### src/sv/tea_pkg.sv
// Shared types, constants and the round mixing function of the TEA block cipher.
// Used by every module of the block. Has no dependencies of its own.
package tea_pkg;

   // Number of full cipher cycles (each is two half-round cells).
   localparam int TEA_ROUND_COUNT = 32;

   // Round constant of the cipher.
   localparam logic [31:0] TEA_DELTA = 32'h9E37_79B9;

   // Key registers after reset, and the register indexes.
   localparam int TEA_KEY_WORDS = 4;
   localparam logic [31:0] TEA_KEY_RESET_0 = 32'hB0F6_FE55;
   localparam logic [31:0] TEA_KEY_RESET_1 = 32'h410B_BF62;
   localparam logic [31:0] TEA_KEY_RESET_2 = 32'hB47C_B3C9;
   localparam logic [31:0] TEA_KEY_RESET_3 = 32'h7B29_3E97;

   localparam int TEA_CSR_INDEX_W = 8;
   localparam logic [TEA_CSR_INDEX_W-1:0] TEA_CSR_KEY_WORD_0 = 8'd0;
   localparam logic [TEA_CSR_INDEX_W-1:0] TEA_CSR_KEY_WORD_1 = 8'd1;
   localparam logic [TEA_CSR_INDEX_W-1:0] TEA_CSR_KEY_WORD_2 = 8'd2;
   localparam logic [TEA_CSR_INDEX_W-1:0] TEA_CSR_KEY_WORD_3 = 8'd3;

   // Operation codes carried in the mode bit.
   localparam logic TEA_MODE_ENCRYPT = 1'b0;
   localparam logic TEA_MODE_DECRYPT = 1'b1;

   // The 128-bit key as four words.
   typedef logic [TEA_KEY_WORDS-1:0][31:0] tea_key_type;

   // Input transaction payload.
   typedef struct packed {
      logic        mode;
      logic [31:0] first_word;
      logic [31:0] second_word;
   } tea_req_type;

   // Result transaction payload.
   typedef struct packed {
      logic [31:0] first_word_out;
      logic [31:0] second_word_out;
   } tea_rsp_type;

   // Block in flight between two cells.
   typedef struct packed {
      logic        mode;
      logic [31:0] word_a;
      logic [31:0] word_b;
   } tea_blk_type;

   // One stage of the cell chain: a valid flag and its block.
   typedef struct packed {
      logic        valid;
      tea_blk_type blk;
   } tea_stage_type;

   // Feistel mixing of one word with the running sum and two key words.
   function automatic logic [31:0] tea_mix(input logic [31:0] w,
                                           input logic [31:0] sum,
                                           input logic [31:0] ka,
                                           input logic [31:0] kb);
      return ((w << 4) + ka) ^ (w + sum) ^ ((w >> 5) + kb);
   endfunction

endpackage

### src/sv/tea_cell.sv
// One half-round cell of the TEA cell chain: updates one word of the block.
// Depends on tea_pkg for the block types and the mixing function.
module tea_cell
   import tea_pkg::*;
#(
   parameter bit          SECOND_HALF = 1'b0,
   parameter logic [31:0] SUM_ENC     = 32'h0,
   parameter logic [31:0] SUM_DEC     = 32'h0
) (
   input  logic          clock,
   input  logic          reset,
   input  logic          advance,
   input  tea_key_type   key,
   input  tea_stage_type stage_in,
   output tea_stage_type stage_out
);

   logic        valid_ff;
   tea_blk_type blk_ff;
   tea_blk_type blk_in;

   logic        decrypt;
   logic        upd_b;
   logic [31:0] mix_src;
   logic [31:0] mix_sum;
   logic [31:0] mix_ka;
   logic [31:0] mix_kb;
   logic [31:0] mix_val;

   // Encryption updates word a then word b; decryption goes b then a.
   always_comb begin
      decrypt = (stage_in.blk.mode == TEA_MODE_DECRYPT);
      upd_b   = decrypt ^ SECOND_HALF;
      mix_src = upd_b ? stage_in.blk.word_a : stage_in.blk.word_b;
      mix_ka  = upd_b ? key[2] : key[0];
      mix_kb  = upd_b ? key[3] : key[1];
      mix_sum = decrypt ? SUM_DEC : SUM_ENC;
      mix_val = tea_mix(mix_src, mix_sum, mix_ka, mix_kb);
      blk_in  = stage_in.blk;
      if (upd_b) begin
         blk_in.word_b = decrypt ? stage_in.blk.word_b - mix_val
                                 : stage_in.blk.word_b + mix_val;
      end else begin
         blk_in.word_a = decrypt ? stage_in.blk.word_a - mix_val
                                 : stage_in.blk.word_a + mix_val;
      end
   end

   // Stage register; the whole chain moves together on advance.
   always_ff @(posedge clock) begin
      if (reset) begin
         valid_ff <= 1'b0;
      end else if (advance) begin
         valid_ff <= stage_in.valid;
      end
      if (advance) begin
         blk_ff <= blk_in;
      end
   end

   assign stage_out.valid = valid_ff;
   assign stage_out.blk   = blk_ff;

endmodule

### config.mk
export PLATFORM = sky130hd
export DESIGN_NAME = tea_cell
export DESIGN_NICKNAME = d
export VERILOG_FILES = /design/src/sv/tea_pkg.sv /design/src/sv/tea_cell.sv
export SDC_FILE = /design/constraint.sdc
export NUM_CORES = 1
export LEC_CHECK = 0
export ABC_CLOCK_PERIOD_IN_PS = 9220
export BUFFER_PORTS_ARGS = -buffer_cell sky130_fd_sc_hd__buf_2
export CAP_MARGIN = 20
export CORE_MARGIN = 2
export CORE_UTILIZATION = 41
export CTS_CLUSTER_DIAMETER = 150
export CTS_CLUSTER_SIZE = 25
export DETAILED_ROUTE_END_ITERATION = 8
export GPL_ROUTABILITY_DRIVEN = 0
export HOLD_SLACK_MARGIN = 0.02
export PLACE_DENSITY = 0.69
export SETUP_SLACK_MARGIN = 0.1
export SLEW_MARGIN = 20
export SYNTH_ARGS = -nofsm -noshare
export SYNTH_HDL_FRONTEND = slang
export SYNTH_SLANG_ARGS = --single-unit
export TNS_END_PERCENT = 100
### constraint.sdc
create_clock -name clock -period 9.22 [get_ports clock]
set_input_delay 0.461 -clock clock [delete_from_list [all_inputs] [get_ports clock]]
set_output_delay 0.461 -clock clock [all_outputs]
set_load 0.02 [all_outputs]
==> qor.txt, run 1 <==
die width = 160 um
clk root buf = clkbuf_16
DIE AREA = 0.0257 mm2
Yosys reg bits = 66
average size of a mapped cell = 8.51 um2
total core area = 0.0242 mm2
CTS tree = yes
setup total negative slack = 0 ns
DRT Wirelength = 29.7 mm
post-route ant nets = 0
GRT Total Usage = 22.5%
Max Clk Rate = 0.154 GHz
hold endpoint = valid_ff
Yosys top cell by area = edfxtp_1
Post-CTS Setup Inserts = 0
clock buffer count from CTS = 9
Clock Skew = 0 ns
first-pass GRT wire length = 46.4 mm
Max Root-Sink Buffers = 2
fraction of layout cells with a size suffix above 1 = 24.6%
detailed-route via count = 9,569
outcome = completed
height of the die = 160 um
post-synthesis sequential area ratio = 19.7%
largest cells by area after synthesis = edfxtp_1 19%, ha_1 15%, xnor2_1 11%
clk slew on worst S/H paths = 0.05 ns
unrepaired setup endpoints after global routing = no
Post-Place Cell Area = 0.0117 mm2
Post-Syn Area = 0.0100 mm2
Area Growth Syn to Fin = 19.5%
number of enable flip-flop cells after synthesis = 65
cells on worst reg2reg path = 2
R2R Path End = valid_ff
crit share post-route = 70.6%
Hold/Removal Path Class = in2reg
# nets final = 1,746
CP Capture Type = register
hold buffers post-CTS = 0
Crit Path Class = in2reg
initial antenna violation count = 5
Final HPWL DP = 24.8 mm
Top FF cell, synth = edfxtp_1
Gate Count Post-Synth = 1,177
htree depth = 3
Congestion Overflow GR = 0
VDD IR max = 0.000123 V
synth unique cells = 66
TritonCTS sink count = 66
Clock Latency Late Sink = 0.33 ns
Setup crit start kind = input pin
DRC viols = 0
Site Rows = 57
Worst Hold Depth = 2
routed length per instance = 16.9 um
post-synth top area share = 19.5%
Slew Viols, Final = 0
Syn. warnings = 0
clock period minus final worst setup slack = 6.51 ns
flop2flop setup slack = 8.64 ns
Leak = 5.82 nW
worst-path cell chain = buf_6 > buf_4 > mux2_2 > ha_1 > nand4_1 > o21ai_0 > a31oi_1 > nand2_1 > a21o_1 > a21o_1 > xnor2_1 > inv_1 > ha_1 > a21o_1 > a21o_1 > a21o_1 > a2111oi_0 > o21bai_1 > a41oi_1 > o21ai_1 > a211oi_1 > o21bai_1 > xor2_1 > a21o_1
max-cap viol count = 0
via/cell ratio = 5.44
WP data required = 9.30 ns
IO Port Bufs = 262
vias in the first global route = 8,953
largest net degree at the start of global routing = 93
Pre-Repair DR Iteration Count = 5
count of boundary I/O pins = 263
final hold vios = 0
asr flop ratio synth = 0%
post-route design area = 0.0120 mm2
Hold WS = 0.279 ns
worst-margin pin slew = 0.879 ns
post-CTS sizing = 0
max incr delay on CP = 0.71 ns
Starting Density = 41.4%
Pwr per Cell Area = 294 mW/mm2
RR Startpoint = valid_ff
CP max stage cell = buf_4
initial DRC count = 735
Data arrival, critical path = 6.59 ns
final count of negative-setup-slack endpoints = 0
min-delay src = reset
Rel. slew slack = 41.4%
Top cell by count, worst path = a21o_1
Synthesized Nets = 1,498
crit-path max FO = 92
[metrics by stage]
| step | instances | setup WS, ns | utilization [%] | power (mW) |
|---|---|---|---|---|
| 6_report | 1759 | 2.71 | 49.5 | 3.52 |
| 4_1_cts | 1754 | 2.74 | 49.5 | 3.49 |
| 3_3_place_gp | 1738 | 2.55 | 48.2 | 3.08 |
| 5_1_grt | 1759 | 2.16 | 49.5 | 3.83 |
| 3_5_place_dp | 1738 | 2.40 | 48.2 | 3.11 |
| 2_1_floorplan | 1177 | 2.18 | - | 2.53 |
[flip-flops by register name (all words and copies together), names as in the netlist]
name / count
stage_out: 65
valid_ff: 1
[synthesized netlist by cell type (all sizes together) (4+ instances only)]
cell and instances:
o21a 10, xnor2 127, and3 11, nor3 8, nand3 16, ha 120, nor2 43, a21oi 98
a31oi 8, o21bai 12, a31o 6, clkbuf 16, fa 4, o21ai 76, o2111ai 4, a211oi 11
nand4 8, nor4 5, o211ai 6, nand3b 4, nand2b 47, buf 12, inv 50, or2 5
mux2 56, edfxtp 65, mux2i 10, and2 5, nand2 113, xor2 50, a21o 98, nor2b 27
o31ai 7
[metal layers]
metal,vias up,GRT usage [%],wire (um)
met5,-,0,0
met4,0,6.55,623
met3,45,3.49,2250
met2,371,34.1,12800
met1,4361,33.1,14000
li1,4792,-,-
[layout by cell type, fill, tap and decap left out, drive strengths merged, types with 4 or more instances in the layout]
cell type / synthesis / layout
buf: 12 / 265
xnor2: 127 / 127
ha: 120 / 120
nand2: 113 / 113
a21o: 98 / 98
a21oi: 98 / 98
o21ai: 76 / 76
edfxtp: 65 / 65
mux2: 56 / 56
inv: 50 / 50
xor2: 50 / 50
nand2b: 47 / 47
nor2: 43 / 43
nor2b: 27 / 27
nand3: 16 / 16
o21bai: 12 / 12
and3: 11 / 11
a211oi: 11 / 11
clkbuf: 16 / 11
o21a: 10 / 10
mux2i: 10 / 10
nor3: 8 / 8
a31oi: 8 / 8
nand4: 8 / 8
o31ai: 7 / 7
o211ai: 6 / 6
a31o: 6 / 6
diode: 0 / 5
and2: 5 / 5
or2: 5 / 5
nor4: 5 / 5
nand3b: 4 / 4
o2111ai: 4 / 4
fa: 4 / 4
[cell type report]
class / count / area [um2]
Clock inverter: 5 / 78.8
Tap cell: 324 / 405
Antenna cell: 5 / 12.5
Sequential cell: 66 / 1970
Fill cell: 2319 / 12200
Clock buffer: 11 / 233
Multi-Input combinational cell: 1033 / 7750
Inverter: 50 / 188
Timing Repair Buffer: 265 / 1340
[worst max-delay path: cells and delay by family]
kind | cells | cell delay (ns)
AND/OR/NAND/NOR | 2 | 0.28
multiplexers | 1 | 0.41
AO/OA/AOI/OAI | 14 | 2.88
XOR/XNOR | 2 | 0.47
buffers and inverters | 3 | 1.25
adder cells (fa/ha/maj) | 2 | 0.75
[power breakdown]
group          switching (mW)  internal (mW)
Clock                   0.129          0.236
Sequential             0.0279          0.490
Combinational            1.50           1.13
[logic make-up (layout without fill, tap and decap cells)]
group / count (synthesis) / in the layout / share of synthesized area, %
other cells: 0 / 5 / 0
simple gates: 303 / 303 / 15.0
flops: 66 / 66 / 19.7
xor+xnor: 178 / 178 / 15.7
mux: 66 / 66 / 7.29
fa+ha+maj: 124 / 124 / 15.8
compound gates: 362 / 362 / 23.6
buf+inv: 78 / 331 / 3.01
[worst max path at each step]
stage,slack (ns),startpoint,depth (start not counted),end
floorplan,2.18,stage_in[64],31,stage_out[31]
global placement,2.55,stage_in[64],26,stage_out[31]
detailed placement,2.40,stage_in[64],24,stage_out[28]
CTS,2.74,stage_in[64],24,stage_out[28]
global route,2.16,stage_in[64],22,stage_out[31]
finish,2.71,stage_in[64],24,stage_out[28]
Power figures use the tool's default switching activity.
==> inputs of run 2 (changes only) <==
--- a/config.mk
+++ b/config.mk
@@ -5,7 +5,8 @@
 export SDC_FILE = /design/constraint.sdc
 export NUM_CORES = 1
 export LEC_CHECK = 0
-export ABC_CLOCK_PERIOD_IN_PS = 9220
+export ABC_AREA = 1
+export ABC_CLOCK_PERIOD_IN_PS = 6530
 export BUFFER_PORTS_ARGS = -buffer_cell sky130_fd_sc_hd__buf_2
 export CAP_MARGIN = 20
 export CORE_MARGIN = 2
@@ -15,7 +16,7 @@
 export DETAILED_ROUTE_END_ITERATION = 8
 export GPL_ROUTABILITY_DRIVEN = 0
 export HOLD_SLACK_MARGIN = 0.02
-export PLACE_DENSITY = 0.69
+export PLACE_DENSITY = 0.67
 export SETUP_SLACK_MARGIN = 0.1
 export SLEW_MARGIN = 20
 export SYNTH_ARGS = -nofsm -noshare
==> constraint.sdc (replaced) <==
create_clock -name clock -period 6.53 [get_ports clock]
set_input_delay 0.3265 -clock clock [delete_from_list [all_inputs] [get_ports clock]]
set_output_delay 0.3265 -clock clock [all_outputs]
set_load 0.02 [all_outputs]
==> qor.txt, run 2 <==
Pwr per Cell Area = 370 mW/mm2
adder-cell share of the synthesized area = 13.9%
post-route ant nets = 0
max-cap viol count = 0
post-synthesis mux area share = 0.0878%
GRT Total Usage = 26.4%
placed cell count = 2,415
final hold vios = 0
Yosys reg bits = 66
crit-path max FO = 44
Yosys top cell by area = nand2_1
via/cell ratio = 5.35
fill cell count = 2,901
htree depth = 3
Leak = 6.97 nW
Layout Cells excl Fill = 2,431
post-synth top area share = 20.3%
unrepaired setup endpoints after global routing = no
most frequent cell after synthesis = nand2_1
ANT cells = 0
clock buffer count from CTS = 9
Max Clk Rate = 0.186 GHz
asr flop ratio synth = 0%
CP Capture Type = register
Rel. slew slack = 39.7%
Worst Hold Depth = 2
worst-margin pin slew = 0.905 ns
average size of a mapped cell = 6.33 um2
Pre-Repair DR Iteration Count = 6
Post-Syn Area = 0.0114 mm2
Top FF cell, synth = edfxtp_1
Max Root-Sink Buffers = 2
DRC viols = 0
die width = 171 um
fraction of layout cells with a size suffix above 1 = 16.7%
Area Growth Syn to Fin = 17.0%
max reg flops = 65
RR Startpoint = valid_ff
Gate Count Post-Synth = 1,801
largest family of logic cells by synthesized area = simple AND/OR/NAND/NOR gates
Slew Viols, Final = 0
Tot Pwr = 4.93 mW
DRT Wirelength = 39.4 mm
initial antenna violation count = 0
Synth Area in XOR/XNOR = 10.1%
number of enable flip-flop cells after synthesis = 65
flop2flop setup slack = 5.95 ns
complex-gate fraction of the synthesized area = 17.7%
hold endpoint = valid_ff
outcome = completed
largest cells by area after synthesis = nand2_1 20%, edfxtp_1 17%, ha_1 13%
most frequent cells in the layout = 617 x nand2_1, 261 x buf_2, 193 x inv_1
post-synthesis sequential area ratio = 17.3%
Final HPWL DP = 33.3 mm
Synthesized Nets = 2,122
total core area = 0.0276 mm2
height of the die = 171 um
hold buffers post-CTS = 0
VDD IR max = 0.000194 V
Post-synth top cells = 617 x nand2_1, 193 x inv_1, 141 x a21oi_1, 136 x nor2_1, 120 x ha_1
Syn. warnings = 0
leading cell type in the layout, fill and taps excluded = nand2_1
synth unique cells = 56
Site Rows = 61
R2R Path End = valid_ff
count of boundary I/O pins = 263
clock period minus final worst setup slack = 5.36 ns
final count of negative-setup-slack endpoints = 0
CTS tree = yes
crit share post-route = 82.1%
setup total negative slack = 0 ns
WP data required = 6.62 ns
DIE AREA = 0.0291 mm2
Starting Density = 41.4%
largest net degree at the start of global routing = 165
Crit Path Class = in2reg
Hold WS = 0.136 ns
first-pass GRT wire length = 59.8 mm
post-layout util = 48.4%
Data arrival, critical path = 5.45 ns
Post-CTS Setup Inserts = 0
clk slew on worst S/H paths = 0.05 ns
Setup crit start kind = input pin
Clock Skew = 0 ns
cells on worst reg2reg path = 2
post-CTS sizing = 0
simple-gate share of the synthesized area = 32.6%
IO Port Bufs = 262
Congestion Overflow GR = 0
Clock Latency Late Sink = 0.34 ns
# nets final = 2,369
min-delay src = reset
detailed-route via count = 13,000
vias in the first global route = 11,700
initial DRC count = 1,214
TritonCTS sink count = 66
clk root buf = clkbuf_16
Hold/Removal Path Class = in2reg
routed length per instance = 16.2 um
[run 2: cell types whose count changed in the layout (fill, tap and decap cells not counted), sizes merged, moves of 15 or more]
| cell | change |
|---|---|
| a21o | -83 |
| a21oi | +46 |
| xor2 | +18 |
| xnor2 | -67 |
| nor2b | -27 |
| nor3 | +15 |
| nand3 | +55 |
| inv | +146 |
| mux2 | -56 |
| nor2 | +94 |
| o21ai | +58 |
| nand2 | +519 |
| nand2b | -47 |
[run 2: worst max path at each step]
stage               slack [ns]            end  cells after the start          from
global placement          0.97  stage_out[58]                     27  stage_in[64]
detailed placement        0.96  stage_out[58]                     27  stage_in[64]
global route              0.85  stage_out[27]                     26  stage_in[64]
finish                    1.17  stage_out[58]                     27  stage_in[64]
CTS                       1.31  stage_out[58]                     27  stage_in[64]
floorplan                 1.75  stage_out[27]                     30  stage_in[64]
[run 2: worst max-delay path, cell delays in order]
cell and delay (ns):
buf_4 0.10, clkinv_2 0.49, nand2_1 0.24, nand2_1 0.11, ha_1 0.23, fa_1 0.53
nand3_1 0.11, nand2_1 0.13, a21oi_2 0.24, o21ai_2 0.13, nand3_1 0.09, nand2_1 0.12
xor2_1 0.18, xnor2_1 0.39, inv_1 0.09, ha_1 0.36, nand2_1 0.14, nor2_1 0.12
inv_1 0.06, nor3_1 0.43, nand4_1 0.18, nand3_1 0.19, nand2_1 0.07, nand3_1 0.09
a21oi_1 0.06, o21ai_0 0.10, nand2_1 0.08
[run 2: cell type report]
type,count,area (um2),area share [%]
clock buffer,9,225,1.69
clock inverter,7,83.8,0.629
inverter,197,741,5.55
multi-input combinational,1507,8480,63.6
sequential,66,1970,14.8
tap,378,473,3.55
timing repair buffer,267,1360,10.2
[run 2: metrics by stage]
stage / area (um2) / setup slack, ns
detailed placement: 13000 / 0.962
finish: 13300 / 1.17
floorplan: 11400 / 1.75
global placement: 13000 / 0.974
CTS: 13300 / 1.31
global route: 13300 / 0.846
[run 2: kinds of logic after synthesis]
group,after synthesis
AOI/OAI and AO/OA,346
buffers and inverters,228
and+or+nand+nor,908
muxes,1
xor gates and xnor gates,128
adders and majority gates,124
DFF,66
[run 2: power breakdown]
| group | switching [mW] | leakage [nW] | internal (mW) |
|---|---|---|---|
| combinational | 2.45 | 6.18 | 1.28 |
| clock | 0.186 | 0.148 | 0.329 |
| sequential | 0.0322 | 0.643 | 0.653 |
[run 2: per-layer routing]
layer  wire length (um)  track usage, %  vias up
met1              17400            36.6     5803
met2              17100            42.4      665
li1                   -               -     6456
met4               1360            10.0        0
met5                  0               0        -
met3               3520            2.73       88
