### config.mk
export PLATFORM = sky130hd
export DESIGN_NAME = tea_out_buf
export DESIGN_NICKNAME = d
export VERILOG_FILES = /design/src/sv/tea_pkg.sv /design/src/sv/tea_out_buf.sv
export SDC_FILE = /design/constraint.sdc
export NUM_CORES = 1
export LEC_CHECK = 0
export BUFFER_PORTS_ARGS = -buffer_cell sky130_fd_sc_hd__buf_2
export CELL_PAD_IN_SITES_DETAIL_PLACEMENT = 2
export CELL_PAD_IN_SITES_GLOBAL_PLACEMENT = 2
export CORE_UTILIZATION = 37
export DETAILED_ROUTE_END_ITERATION = 7
export GPL_TIMING_DRIVEN = 0
export PLACE_DENSITY_LB_ADDON = 0.2
export SLEW_MARGIN = 20
export SYNTH_ARGS = -nofsm -noshare
export SYNTH_HDL_FRONTEND = slang
export SYNTH_SLANG_ARGS = --single-unit
### constraint.sdc
create_clock -name clock -period 5.11 [get_ports clock]
set_input_delay 1.022 -clock clock [delete_from_list [all_inputs] [get_ports clock]]
set_output_delay 1.022 -clock clock [all_outputs]
set_load 0.005 [all_outputs]
### src/sv/tea_pkg.sv
// Shared types, constants and the round mixing function of the TEA block cipher.
// Used by every module of the block. Has no dependencies of its own.
package tea_pkg;

   // Number of full cipher cycles (each is two half-round cells).
   localparam int TEA_ROUND_COUNT = 32;

   // Round constant of the cipher.
   localparam logic [31:0] TEA_DELTA = 32'h9E37_79B9;

   // Key registers after reset, and the register indexes.
   localparam int TEA_KEY_WORDS = 4;
   localparam logic [31:0] TEA_KEY_RESET_0 = 32'hB0F6_FE55;
   localparam logic [31:0] TEA_KEY_RESET_1 = 32'h410B_BF62;
   localparam logic [31:0] TEA_KEY_RESET_2 = 32'hB47C_B3C9;
   localparam logic [31:0] TEA_KEY_RESET_3 = 32'h7B29_3E97;

   localparam int TEA_CSR_INDEX_W = 8;
   localparam logic [TEA_CSR_INDEX_W-1:0] TEA_CSR_KEY_WORD_0 = 8'd0;
   localparam logic [TEA_CSR_INDEX_W-1:0] TEA_CSR_KEY_WORD_1 = 8'd1;
   localparam logic [TEA_CSR_INDEX_W-1:0] TEA_CSR_KEY_WORD_2 = 8'd2;
   localparam logic [TEA_CSR_INDEX_W-1:0] TEA_CSR_KEY_WORD_3 = 8'd3;

   // Operation codes carried in the mode bit.
   localparam logic TEA_MODE_ENCRYPT = 1'b0;
   localparam logic TEA_MODE_DECRYPT = 1'b1;

   // The 128-bit key as four words.
   typedef logic [TEA_KEY_WORDS-1:0][31:0] tea_key_type;

   // Input transaction payload.
   typedef struct packed {
      logic        mode;
      logic [31:0] first_word;
      logic [31:0] second_word;
   } tea_req_type;

   // Result transaction payload.
   typedef struct packed {
      logic [31:0] first_word_out;
      logic [31:0] second_word_out;
   } tea_rsp_type;

   // Block in flight between two cells.
   typedef struct packed {
      logic        mode;
      logic [31:0] word_a;
      logic [31:0] word_b;
   } tea_blk_type;

   // One stage of the cell chain: a valid flag and its block.
   typedef struct packed {
      logic        valid;
      tea_blk_type blk;
   } tea_stage_type;

   // Feistel mixing of one word with the running sum and two key words.
   function automatic logic [31:0] tea_mix(input logic [31:0] w,
                                           input logic [31:0] sum,
                                           input logic [31:0] ka,
                                           input logic [31:0] kb);
      return ((w << 4) + ka) ^ (w + sum) ^ ((w >> 5) + kb);
   endfunction

endpackage

### src/sv/tea_out_buf.sv
// Output register with a skid stage at the end of the TEA cell chain.
// Depends on tea_pkg for the stage and result types.
module tea_out_buf
   import tea_pkg::*;
(
   input  logic          clock,
   input  logic          reset,
   input  tea_stage_type chain_out,
   output logic          advance,
   output logic          rsp_valid,
   input  logic          rsp_stall,
   output tea_rsp_type   rsp_data
);

   logic        rsp_valid_ff;
   tea_blk_type rsp_blk_ff;
   logic        skid_valid_ff;
   tea_blk_type skid_blk_ff;
   logic        out_taken;
   logic        chain_push;

   // The chain holds only while the skid stage is occupied.
   assign advance    = !skid_valid_ff;
   assign out_taken  = rsp_valid_ff && !rsp_stall;
   assign chain_push = advance && chain_out.valid;

   // Result register is filled from the skid stage first, then from the chain.
   always_ff @(posedge clock) begin
      if (reset) begin
         rsp_valid_ff  <= 1'b0;
         skid_valid_ff <= 1'b0;
      end else begin
         if (skid_valid_ff) begin
            if (out_taken) begin
               rsp_valid_ff  <= 1'b1;
               skid_valid_ff <= 1'b0;
            end
         end else if (chain_push) begin
            if (!rsp_valid_ff || out_taken) begin
               rsp_valid_ff <= 1'b1;
            end else begin
               skid_valid_ff <= 1'b1;
            end
         end else if (out_taken) begin
            rsp_valid_ff <= 1'b0;
         end
      end
      if (skid_valid_ff) begin
         if (out_taken) begin
            rsp_blk_ff <= skid_blk_ff;
         end
      end else if (chain_push) begin
         if (!rsp_valid_ff || out_taken) begin
            rsp_blk_ff <= chain_out.blk;
         end else begin
            skid_blk_ff <= chain_out.blk;
         end
      end
   end

   assign rsp_valid                = rsp_valid_ff;
   assign rsp_data.first_word_out  = rsp_blk_ff.word_a;
   assign rsp_data.second_word_out = rsp_blk_ff.word_b;

   // The skid stage is only used behind a held result.
   skid_behind_result: assert property (@(posedge clock) disable iff (reset)
      skid_valid_ff |-> rsp_valid_ff)
      else $error("skid stage occupied without a pending result");

   // A chain result arriving while the output is held must land in the skid stage.
   chain_into_skid: assert property (@(posedge clock) disable iff (reset)
      (chain_push && rsp_valid_ff && rsp_stall) |=> skid_valid_ff)
      else $error("chain result lost behind a held output");

   // A drained skid stage reloads the result register.
   skid_drains: assert property (@(posedge clock) disable iff (reset)
      (skid_valid_ff && !rsp_stall) |=> (rsp_valid_ff && !skid_valid_ff))
      else $error("skid stage did not drain into the result register");

endmodule

==> results of run 1 <==
==> through the flow <==
step	power [W]	instance area, um^2
after floorplan	0.00137	4740
after global placement	0.00146	5620
after detailed placement	0.00148	5760
after CTS	0.00257	6290
after global routing	0.00262	6290
final	0.00253	6290
==> power by group <==
part	internal [W]	leakage [nW]	switching (W)
Sequential	0.00124	1.21	0.0000151
Combinational	0.000103	0.900	0.0000926
Clock	0.000656	0.259	0.000423
Total	0.00200	2.37	0.000530
==> cell families after synthesis <==
group | synth area share [%]
simple gates | 0.607
buf+inv | 1.32
mux | 15.7
flops | 81.9
compound gates | 0.475
==> metal layers <==
layer  up-vias  routed length (um)
met5         -                   0
met1      1266                3840
met4         0                 177
met3        16                 677
met2        90                5250
li1       1167                   -
==> cells in the final DEF (no fill, tap or decap) <==
master and count:
a21boi_4 1, buf_16 3, clkinv_1 3, a21oi_1 2, nor2b_1 1, mux2_4 6, clkbuf_16 17, clkbuf_1 2
o21ai_0 1, mux2_2 58, nand2b_1 1, clkinv_4 1, nor2_4 1, buf_6 3, nand2_1 2, nor3_1 1
clkinv_2 6, buf_2 138, bufinv_16 1, inv_1 1, edfxtp_1 128, buf_12 2, dfxtp_1 2, clkinvlp_4 2
==> path summary, 6_finish.rpt <==
check / cells past startpoint / from / endpoint
min reg2reg: 2 / rsp_valid / rsp_valid
min: 2 / rsp_valid / rsp_valid
max: 5 / skid_valid_ff / advance
max reg2reg: 7 / skid_valid_ff / rsp_data[62]
==> layout make-up <==
class	instances	area (um^2)
Buffer	8	58.8
Inverter	1	3.75
Clock buffer	19	433
Timing Repair Buffer	138	788
Tap cell	168	210
Sequential cell	130	3880
Clock inverter	13	95.1
Fill cell	1097	5980
Multi-Input combinational cell	74	813
==> worst register-to-register path: cells and delay by family (launching register included) <==
kind                   cells  cell delay [ns]
and+or+nand+nor            1             0.10
DFF                        1             0.32
AOI/OAI and AO/OA          1             0.61
buffers and inverters      5             0.88
==> sequential cells by signal (all words and copies together), names as in the netlist <==
signal	flops
rsp_data	64
rsp_valid	1
skid_blk_ff	64
skid_valid_ff	1
==> flow_summary_export.csv, run 1 <==
group,metric,value,unit
outcome,status,"finished clean",
cts,post_cts_buffers,0,
yosys,synth-edff-count,128,
placed_design,place_congestion,0.649,
cts,clkSinkCount,130,
timing,fin_setup_tns,0,ns
yosys,yosys_warnings,0,
route,routed_via_density,4.61,
cts,cts.path.max_buffers,2,
placed_design,io_buffers,133,
worst_setup_path,crit_path_end_kind,"output pin",
timing,worst_slack,2.72,ns
timing,period_minus_slack,2.39,ns
route,ant_nets,0,
worst_setup_path,cp_top_family,"buffers and inverters",
timing,rsz0062_at_grt,"no",
cts,tritoncts,"yes",
cells_and_area,diodes,0,
worst_setup_path,cp.required,4.09,ns
worst_setup_path,cp.buffers_inverters,5,
yosys,syn_nets,282,
yosys,netlist_area,0.00474,mm^2
yosys,synth_cells,213,
global_routing,met1_usage,16.8,%
power,p_leak,2.37,nW
timing,max_freq,418,MHz
floorplan,dieArea,0.0133,mm^2
route,drc,0,
power,p_per_area,403,mW/mm^2
cts,clock_latency,0.42,ns
global_routing,grt_use_met3,6.43,%
global_routing,grt_max_degree,25,
route,dr.pass1.iters,4,
timing,period_share,46.8,%
cells_and_area,drive_gt1_share,62.4,%
yosys,yosysSeqAreaShare,81.9,%
timing,holdWs,0.542,ns
yosys,yosysTopAreaCellShare,81.1,%
run,drv_cap,0,
route,vias,2539,
worst_setup_path,arrival,1.37,ns
yosys,async_reset_ff_share,0,%
floorplan,io_pins,135,
cells_and_area,instances_no_fill,551,
cts,cts_root_buffer,"clkbuf_16",
global_routing,grt_use_total,16.2,%
cells_and_area,nets,439,
timing,clock-skew-final,0.00749,ns
worst_setup_path,worstSetupStartpointType,"flip-flop",
global_routing,grt_pass1_vias,2828,
yosys,synth.distinct_cells,15,
floorplan,die-height,115,um
worst_setup_path,critPathMaxStageDelay,0.32,ns
worst_setup_path,path_class,"flip-flop to output pin",
global_routing,met2_usage,28.6,%
global_routing,grt_antenna_before_repair,0,
floorplan,die_width,115,um
global_routing,grt_overflow,0,
timing,setup_violations,0,
cts,htree_levels,4,
yosys,synth.area.top_cells,"edfxtp_1, mux2_2, mux2_4",
cts,path_clk_slew,0.05,ns
route,post_drt_wl_per_cell,18.0,um
cells_and_area,postLayoutCoreUtil,51.3,%
floorplan,coreArea,0.0123,mm^2
timing,worst_pin_slew,0.733,ns
cts,cts_hold_buffers,0,
timing,slew_violations,0,
timing,slew_headroom,51.0,%
global_routing,top_usage_layer,"met2",
yosys,avgSynthCellArea,22.3,um^2
placed_design,post-place-ws,2.41,ns
power,ir_worst_vdd,0.298,mV
worst_setup_path,cp_max_fo,10,
placed_design,dp_hpwl,7.01,mm
cts,cts_buffers,17,
yosys,yosys-top-cells-count,"edfxtp_1, mux2_2, mux2_4",
route,drtIter0Drc,90,
timing,hold_violations,0,
cells_and_area,syn_to_final_growth,32.6,%
worst_setup_path,rrSetupSlack,2.90,ns
worst_setup_path,cp_cell_sequence,"buf_6, buf_6, buf_6, inv_1, buf_2",
floorplan,num_rows,40,
worst_setup_path,cp_common_cell,"buf_6",
cts,postCtsResizedCells,0,
worst_setup_path,slowest_stage,"dfxtp_1",
global_routing,grt_pass1_wl,15.2,mm
yosys,synthFlopType,"edfxtp_1",
yosys,yosysMostFrequentCell,"edfxtp_1",
placed_design,dpl.cell_count,519,
floorplan,start_util,38.7,%
hold_path,hold_class,"flip-flop to flip-flop",
yosys,ys_seq_elements,130,
yosys,yosys.area.top_type,"edfxtp_1",
route,wl,9.94,mm
Power figures use the tool's default switching activity.
==> run 2, diff against run 1 <==
==> constraint.sdc (replaced) <==
create_clock -name clock -period 2.35 [get_ports clock]
set_input_delay 0.47 -clock clock [delete_from_list [all_inputs] [get_ports clock]]
set_output_delay 0.47 -clock clock [all_outputs]
set_load 0.005 [all_outputs]
==> run 2 against run 1 <==
Sequential power is 120% higher. Cell count rose by 0.18%. Global-route usage increased by 1.1 points. Utilization rose by 0.21 points. Die area unchanged. Combinational power increased by 120%. Sequential cell count unchanged.
==> flow_summary_export.csv, run 2 (synthesized netlist as in run 1, its figures left out) <==
group,metric,value,unit
cts,postCtsResizedCells,0,
power,power,0.00549,W
route,routed_via_density,4.62,
cells_and_area,final_cell_mix,"buf_2, edfxtp_1, mux2_2",
power,p_leak,2.38,nW
floorplan,io_pins,135,
cells_and_area,nets,440,
global_routing,grt_use_total,17.4,%
timing,period_share,89.8,%
worst_setup_path,cp.buffers_inverters,5,
floorplan,die_width,115,um
timing,worst_pin_slew,0.672,ns
global_routing,grt_max_degree,22,
cells_and_area,mostFrequentLayoutCell,"buf_2",
global_routing,grt_pass1_vias,2859,
floorplan,die-height,115,um
worst_setup_path,cp_top_family,"buffers and inverters",
placed_design,dp_hpwl,7.12,mm
global_routing,grt_overflow,0,
cells_and_area,diodes,0,
placed_design,place_congestion,0.667,
worst_setup_path,cp.required,2.46,ns
timing,rsz0062_at_grt,"no",
floorplan,num_rows,40,
worst_setup_path,cp_max_fo,18,
timing,max_freq,474,MHz
route,wl,10.5,mm
route,drc,0,
cts,cts_root_buffer,"clkbuf_16",
hold_path,hold_class,"primary input to flip-flop",
route,drtIter0Drc,139,
worst_setup_path,cp_cell_sequence,"buf_6, buf_6, buf_6, nand2_1, a21boi_4, buf_16, buf_16",
cts,post_cts_buffers,0,
timing,holdWs,0.249,ns
timing,clock-skew-final,0.00985,ns
cts,cts_hold_buffers,0,
worst_setup_path,slowest_stage,"a21boi_4",
route,dr.pass1.iters,4,
worst_setup_path,path_class,"flip-flop to flip-flop",
timing,slew_headroom,55.1,%
worst_setup_path,arrival,2.22,ns
cells_and_area,syn_to_final_growth,33.1,%
cts,path_clk_slew,0.06,ns
floorplan,start_util,38.7,%
worst_setup_path,cp_common_cell,"buf_6",
cts,clock_latency,0.41,ns
power,ir_worst_vdd,0.464,mV
power,p_per_area,870,mW/mm^2
timing,hold_violations,0,
global_routing,grt_antenna_before_repair,1,
outcome,status,"finished clean",
worst_setup_path,worstSetupStartpointType,"flip-flop",
floorplan,dieArea,0.0133,mm^2
route,vias,2551,
run,drv_cap,0,
cts,htree_levels,4,
cts,cts_buffers,17,
worst_setup_path,crit_path_end_kind,"flip-flop",
global_routing,grt_pass1_wl,16.0,mm
cts,cts.path.max_buffers,2,
timing,setup_violations,0,
placed_design,io_buffers,133,
cts,clkSinkCount,130,
cells_and_area,drive_gt1_share,60.9,%
timing,fin_setup_tns,0,ns
timing,slew_violations,0,
route,post_drt_wl_per_cell,19.0,um
cts,tritoncts,"yes",
worst_setup_path,critPathMaxStageDelay,0.52,ns
route,ant_nets,0,
floorplan,coreArea,0.0123,mm^2
timing,period_minus_slack,2.11,ns
[run 2: cell count changes in the layout (fill, tap and decap cells not counted)]
| cell | previous run | this run |
|---|---|---|
| clkbuf_1 | 2 | 5 |
| buf_16 | 3 | 6 |
| clkinv_4 | 1 | 0 |
| buf_12 | 2 | 0 |
| clkinvlp_4 | 2 | 0 |
| clkinv_2 | 6 | 3 |
| clkinv_1 | 3 | 6 |
[run 2: cell type report]
cell class,count,area (um^2)
inverters,1,3.75
repair buffers,139,831
clock buffers,22,444
fillers,1095,5950
well taps,168,210
flip-flops and latches,130,3880
multi-input cells,74,813
clock inverters,10,67.6
plain buffers,8,58.8
[run 2: through the flow]
stage               setup WS [ns]  cell area [um^2]  util (%)  std cells
floorplan                 0.00506              4760         -        213
global placement           -0.751              5640      46.0        514
detailed placement          0.168              5800      47.3        520
CTS                         0.166              6310      51.5        552
global route               0.0986              6310      51.5        552
finish                      0.239              6310      51.5        552
[run 2: power breakdown]
part	internal, W	switching [W]	leakage, nW
clock	0.00142	0.000891	0.251
sequential	0.00271	0.0000334	1.21
combinational	0.000228	0.000209	0.918
[run 2: worst register-to-register path, stage by stage, from the launching register on]
cell	delay, ns
dfxtp_1	0.32
buf_6	0.12
buf_6	0.16
buf_6	0.18
nand2_1	0.11
a21boi_4	0.52
buf_16	0.23
buf_16	0.18
[run 2: layer usage]
| metal | GRT usage, % | vias up | share of wire [%] |
|---|---|---|---|
| met4 | 5.45 | 0 | 0.64 |
| met1 | 18.6 | 1281 | 39 |
| met5 | 0 | - | 0 |
| met2 | 29.7 | 98 | 52 |
| li1 | - | 1166 | - |
| met3 | 9.07 | 6 | 8.0 |
[run 2: worst paths after layout]
path / end / slack [ns] / startpoint / depth (start not counted)
worst min-delay path: skid_blk_ff[8] / 0.25 / chain_out[8] / 1
worst min register to register: rsp_data[55] / 0.54 / skid_blk_ff[55] / 1
worst max-delay path: rsp_data[7] / 0.24 / skid_valid_ff / 7
worst max register to register: rsp_data[7] / 0.24 / skid_valid_ff / 7
==> run 3, diff against run 2 <==
--- a/config.mk
+++ b/config.mk
@@ -8,7 +8,7 @@
 export BUFFER_PORTS_ARGS = -buffer_cell sky130_fd_sc_hd__buf_2
 export CELL_PAD_IN_SITES_DETAIL_PLACEMENT = 2
 export CELL_PAD_IN_SITES_GLOBAL_PLACEMENT = 2
-export CORE_UTILIZATION = 37
+export CORE_UTILIZATION = 34
 export DETAILED_ROUTE_END_ITERATION = 7
 export GPL_TIMING_DRIVEN = 0
 export PLACE_DENSITY_LB_ADDON = 0.2
==> constraint.sdc (replaced) <==
create_clock -name clock -period 1.9 [get_ports clock]
set_input_delay 0.38 -clock clock [delete_from_list [all_inputs] [get_ports clock]]
set_output_delay 0.38 -clock clock [all_outputs]
set_load 0.005 [all_outputs]
==> run 3 against run 2 <==
Non-clock buffer count is 1 higher. Clock-buffer cell count is 1 higher. Clock power up 24%. Via count rose by 0.78%. Maximum frequency is 19% higher. Clock skew fell by 0.0037 ns. Cell count grew 1.6%. Total power increased by 23%. Hold slack worse by 0.099 ns. Critical path depth is the same. Critical endpoint is now rsp_data[18].
==> flow_summary_export.csv, run 3 (synthesized netlist as in run 1, its figures left out) <==
group,metric,value,unit
placed_design,io_buffers,133,
cts,postCtsResizedCells,0,
cts,tritoncts,"yes",
cts,clkSinkCount,130,
global_routing,grt_pass1_wl,15.9,mm
worst_setup_path,critPathMaxStageDelay,0.32,ns
global_routing,grt_antenna_before_repair,0,
worst_setup_path,slowest_stage,"dfxtp_2",
cts,cts.path.max_buffers,2,
power,p_leak,2.39,nW
timing,max_freq,565,MHz
floorplan,die_width,120,um
cells_and_area,final_cell_mix,"buf_2, edfxtp_1, mux2_2",
hold_path,holdPathEnd,"rsp_valid",
hold_path,hold_class,"primary input to flip-flop",
floorplan,dieArea,0.0144,mm^2
run,drv_cap,0,
cells_and_area,instances_no_fill,561,
route,post_drt_wl_per_cell,17.9,um
worst_setup_path,path_class,"flip-flop to flip-flop",
power,ir_worst_vdd,0.737,mV
power,p_seq_share,50.0,%
power,swShare,20.5,%
timing,slew_violations,0,
placed_design,dpl.cell_count,527,
worst_setup_path,cp.required,2.00,ns
floorplan,die-height,120,um
power,power.share.clock,42.2,%
placed_design,place_congestion,0.660,
cts,path_clk_slew,0.05,ns
placed_design,dp_hpwl,6.87,mm
worst_setup_path,cp_common_cell,"buf_6",
floorplan,start_util,35.4,%
route,drtIter0Drc,99,
worst_setup_path,ff2ff_path_depth,7,
worst_setup_path,cp_cell_sequence,"buf_6, buf_6, buf_8, nand2_4, a21boi_4, buf_16, buf_4",
timing,rsz0062_at_grt,"no",
route,wl,10.1,mm
worst_setup_path,crit_path_end_kind,"flip-flop",
timing,period_minus_slack,1.77,ns
hold_path,whs_path_depth,2,
power,p_per_area,1070,mW/mm^2
cts,clock_latency,0.42,ns
route,dr.pass1.iters,5,
route,vias,2571,
outcome,status,"finished clean",
timing,worst_pin_slew,0.634,ns
timing,clock-skew-final,0.00613,ns
worst_setup_path,rrSetupSlack,0.13,ns
route,routed_via_density,4.58,
timing,setup_violations,0,
power,power.switching,0.00139,W
cells_and_area,syn_to_final_growth,33.1,%
floorplan,num_rows,42,
global_routing,grt_pass1_vias,2923,
cells_and_area,mostFrequentLayoutCell,"buf_2",
global_routing,grt_overflow,0,
worst_setup_path,arrival,1.87,ns
cells_and_area,fillCellCount,1267,
power,intPower,0.00539,W
worst_setup_path,rr_startpoint,"skid_valid_ff",
route,drc,0,
cts,htree_levels,4,
hold_path,hp-start,"reset",
cells_and_area,nets,442,
global_routing,grt_max_degree,24,
cts,cts_hold_buffers,0,
power,p_comb_share,7.8,%
timing,holdWs,0.150,ns
timing,hold_violations,0,
cells_and_area,drive_gt1_share,62.9,%
global_routing,grt_use_total,15.3,%
route,ant_nets,0,
cts,cts_buffers,17,
worst_setup_path,worstSetupStartpointType,"flip-flop",
timing,slew_headroom,57.7,%
cells_and_area,diodes,0,
timing,period_share,93.2,%
cells_and_area,postLayoutCoreUtil,47.1,%
cts,cts_root_buffer,"clkbuf_16",
worst_setup_path,timing.rr.end,"rsp_data[18]",
floorplan,io_pins,135,
floorplan,coreArea,0.0134,mm^2
worst_setup_path,cp_max_fo,17,
==> run 3: what timing repair did <==
| item | in CTS | in global routing |
|---|---|---|
| cloned | 1 | 0 |
| pin swaps | 2 | 0 |
| setup endpoints to repair | 91 | 15 |
| setup buffers | 3 | 0 |
==> run 3: layer usage <==
metal / GRT usage, % / vias to the layer above / share of wire (%)
met5: 0 / - / 0
li1: - / 1164 / -
met2: 25.3 / 100 / 50
met3: 7.03 / 17 / 7.9
met1: 16.8 / 1290 / 40
met4: 6.80 / 0 / 1.5
==> run 3: how the worst max path moves through the flow <==
stage | startpoint | to | depth (start not counted)
after floorplan | skid_valid_ff | rsp_data[0] | 5
after global placement | skid_valid_ff | rsp_data[2] | 5
after detailed placement | skid_valid_ff | rsp_data[1] | 8
after CTS | skid_valid_ff | rsp_data[60] | 8
after global routing | skid_valid_ff | rsp_data[12] | 7
final | skid_valid_ff | rsp_data[18] | 7
==> run 3: final cells by class <==
cell class / instances / area, um^2 / area share [%]
inverter: 1 / 3.75 / 0.0595
timing repair buffer: 140 / 791 / 12.5
multi-input combinational: 75 / 835 / 13.2
clock buffer: 23 / 448 / 7.10
tap: 176 / 220 / 3.49
clock inverter: 8 / 63.8 / 1.01
sequential: 130 / 3880 / 61.6
buffer: 8 / 62.6 / 0.992
==> run 3: critical path, delay by kind of cell (launching register included) <==
kind                   cells  cell delay, ns
AOI/OAI and AO/OA          1            0.21
buffers and inverters      5            0.84
DFF                        1            0.32
and+or+nand+nor            1            0.07
==> run 3: metrics by stage <==
stage	area (um^2)	worst slack (ns)	total power (W)	TNS [ns]
after floorplan	4780	-0.385	0.00367	-35.02
after global placement	5670	-1.20	0.00393	-130.35
after detailed placement	5780	-0.470	0.00399	-21.78
after CTS	6320	0.0332	0.00690	0
after global routing	6310	0.0260	0.00704	0
final	6310	0.129	0.00678	0
==> run 3: power by group through the flow <==
stage	Sequential (W)	Combinational [W]	Clock, W
final	0.00339	0.000526	0.00286
after global routing	0.00340	0.000582	0.00305
after CTS	0.00339	0.000554	0.00296
after detailed placement	0.00345	0.000540	0
after global placement	0.00345	0.000480	0
after floorplan	0.00346	0.000214	0
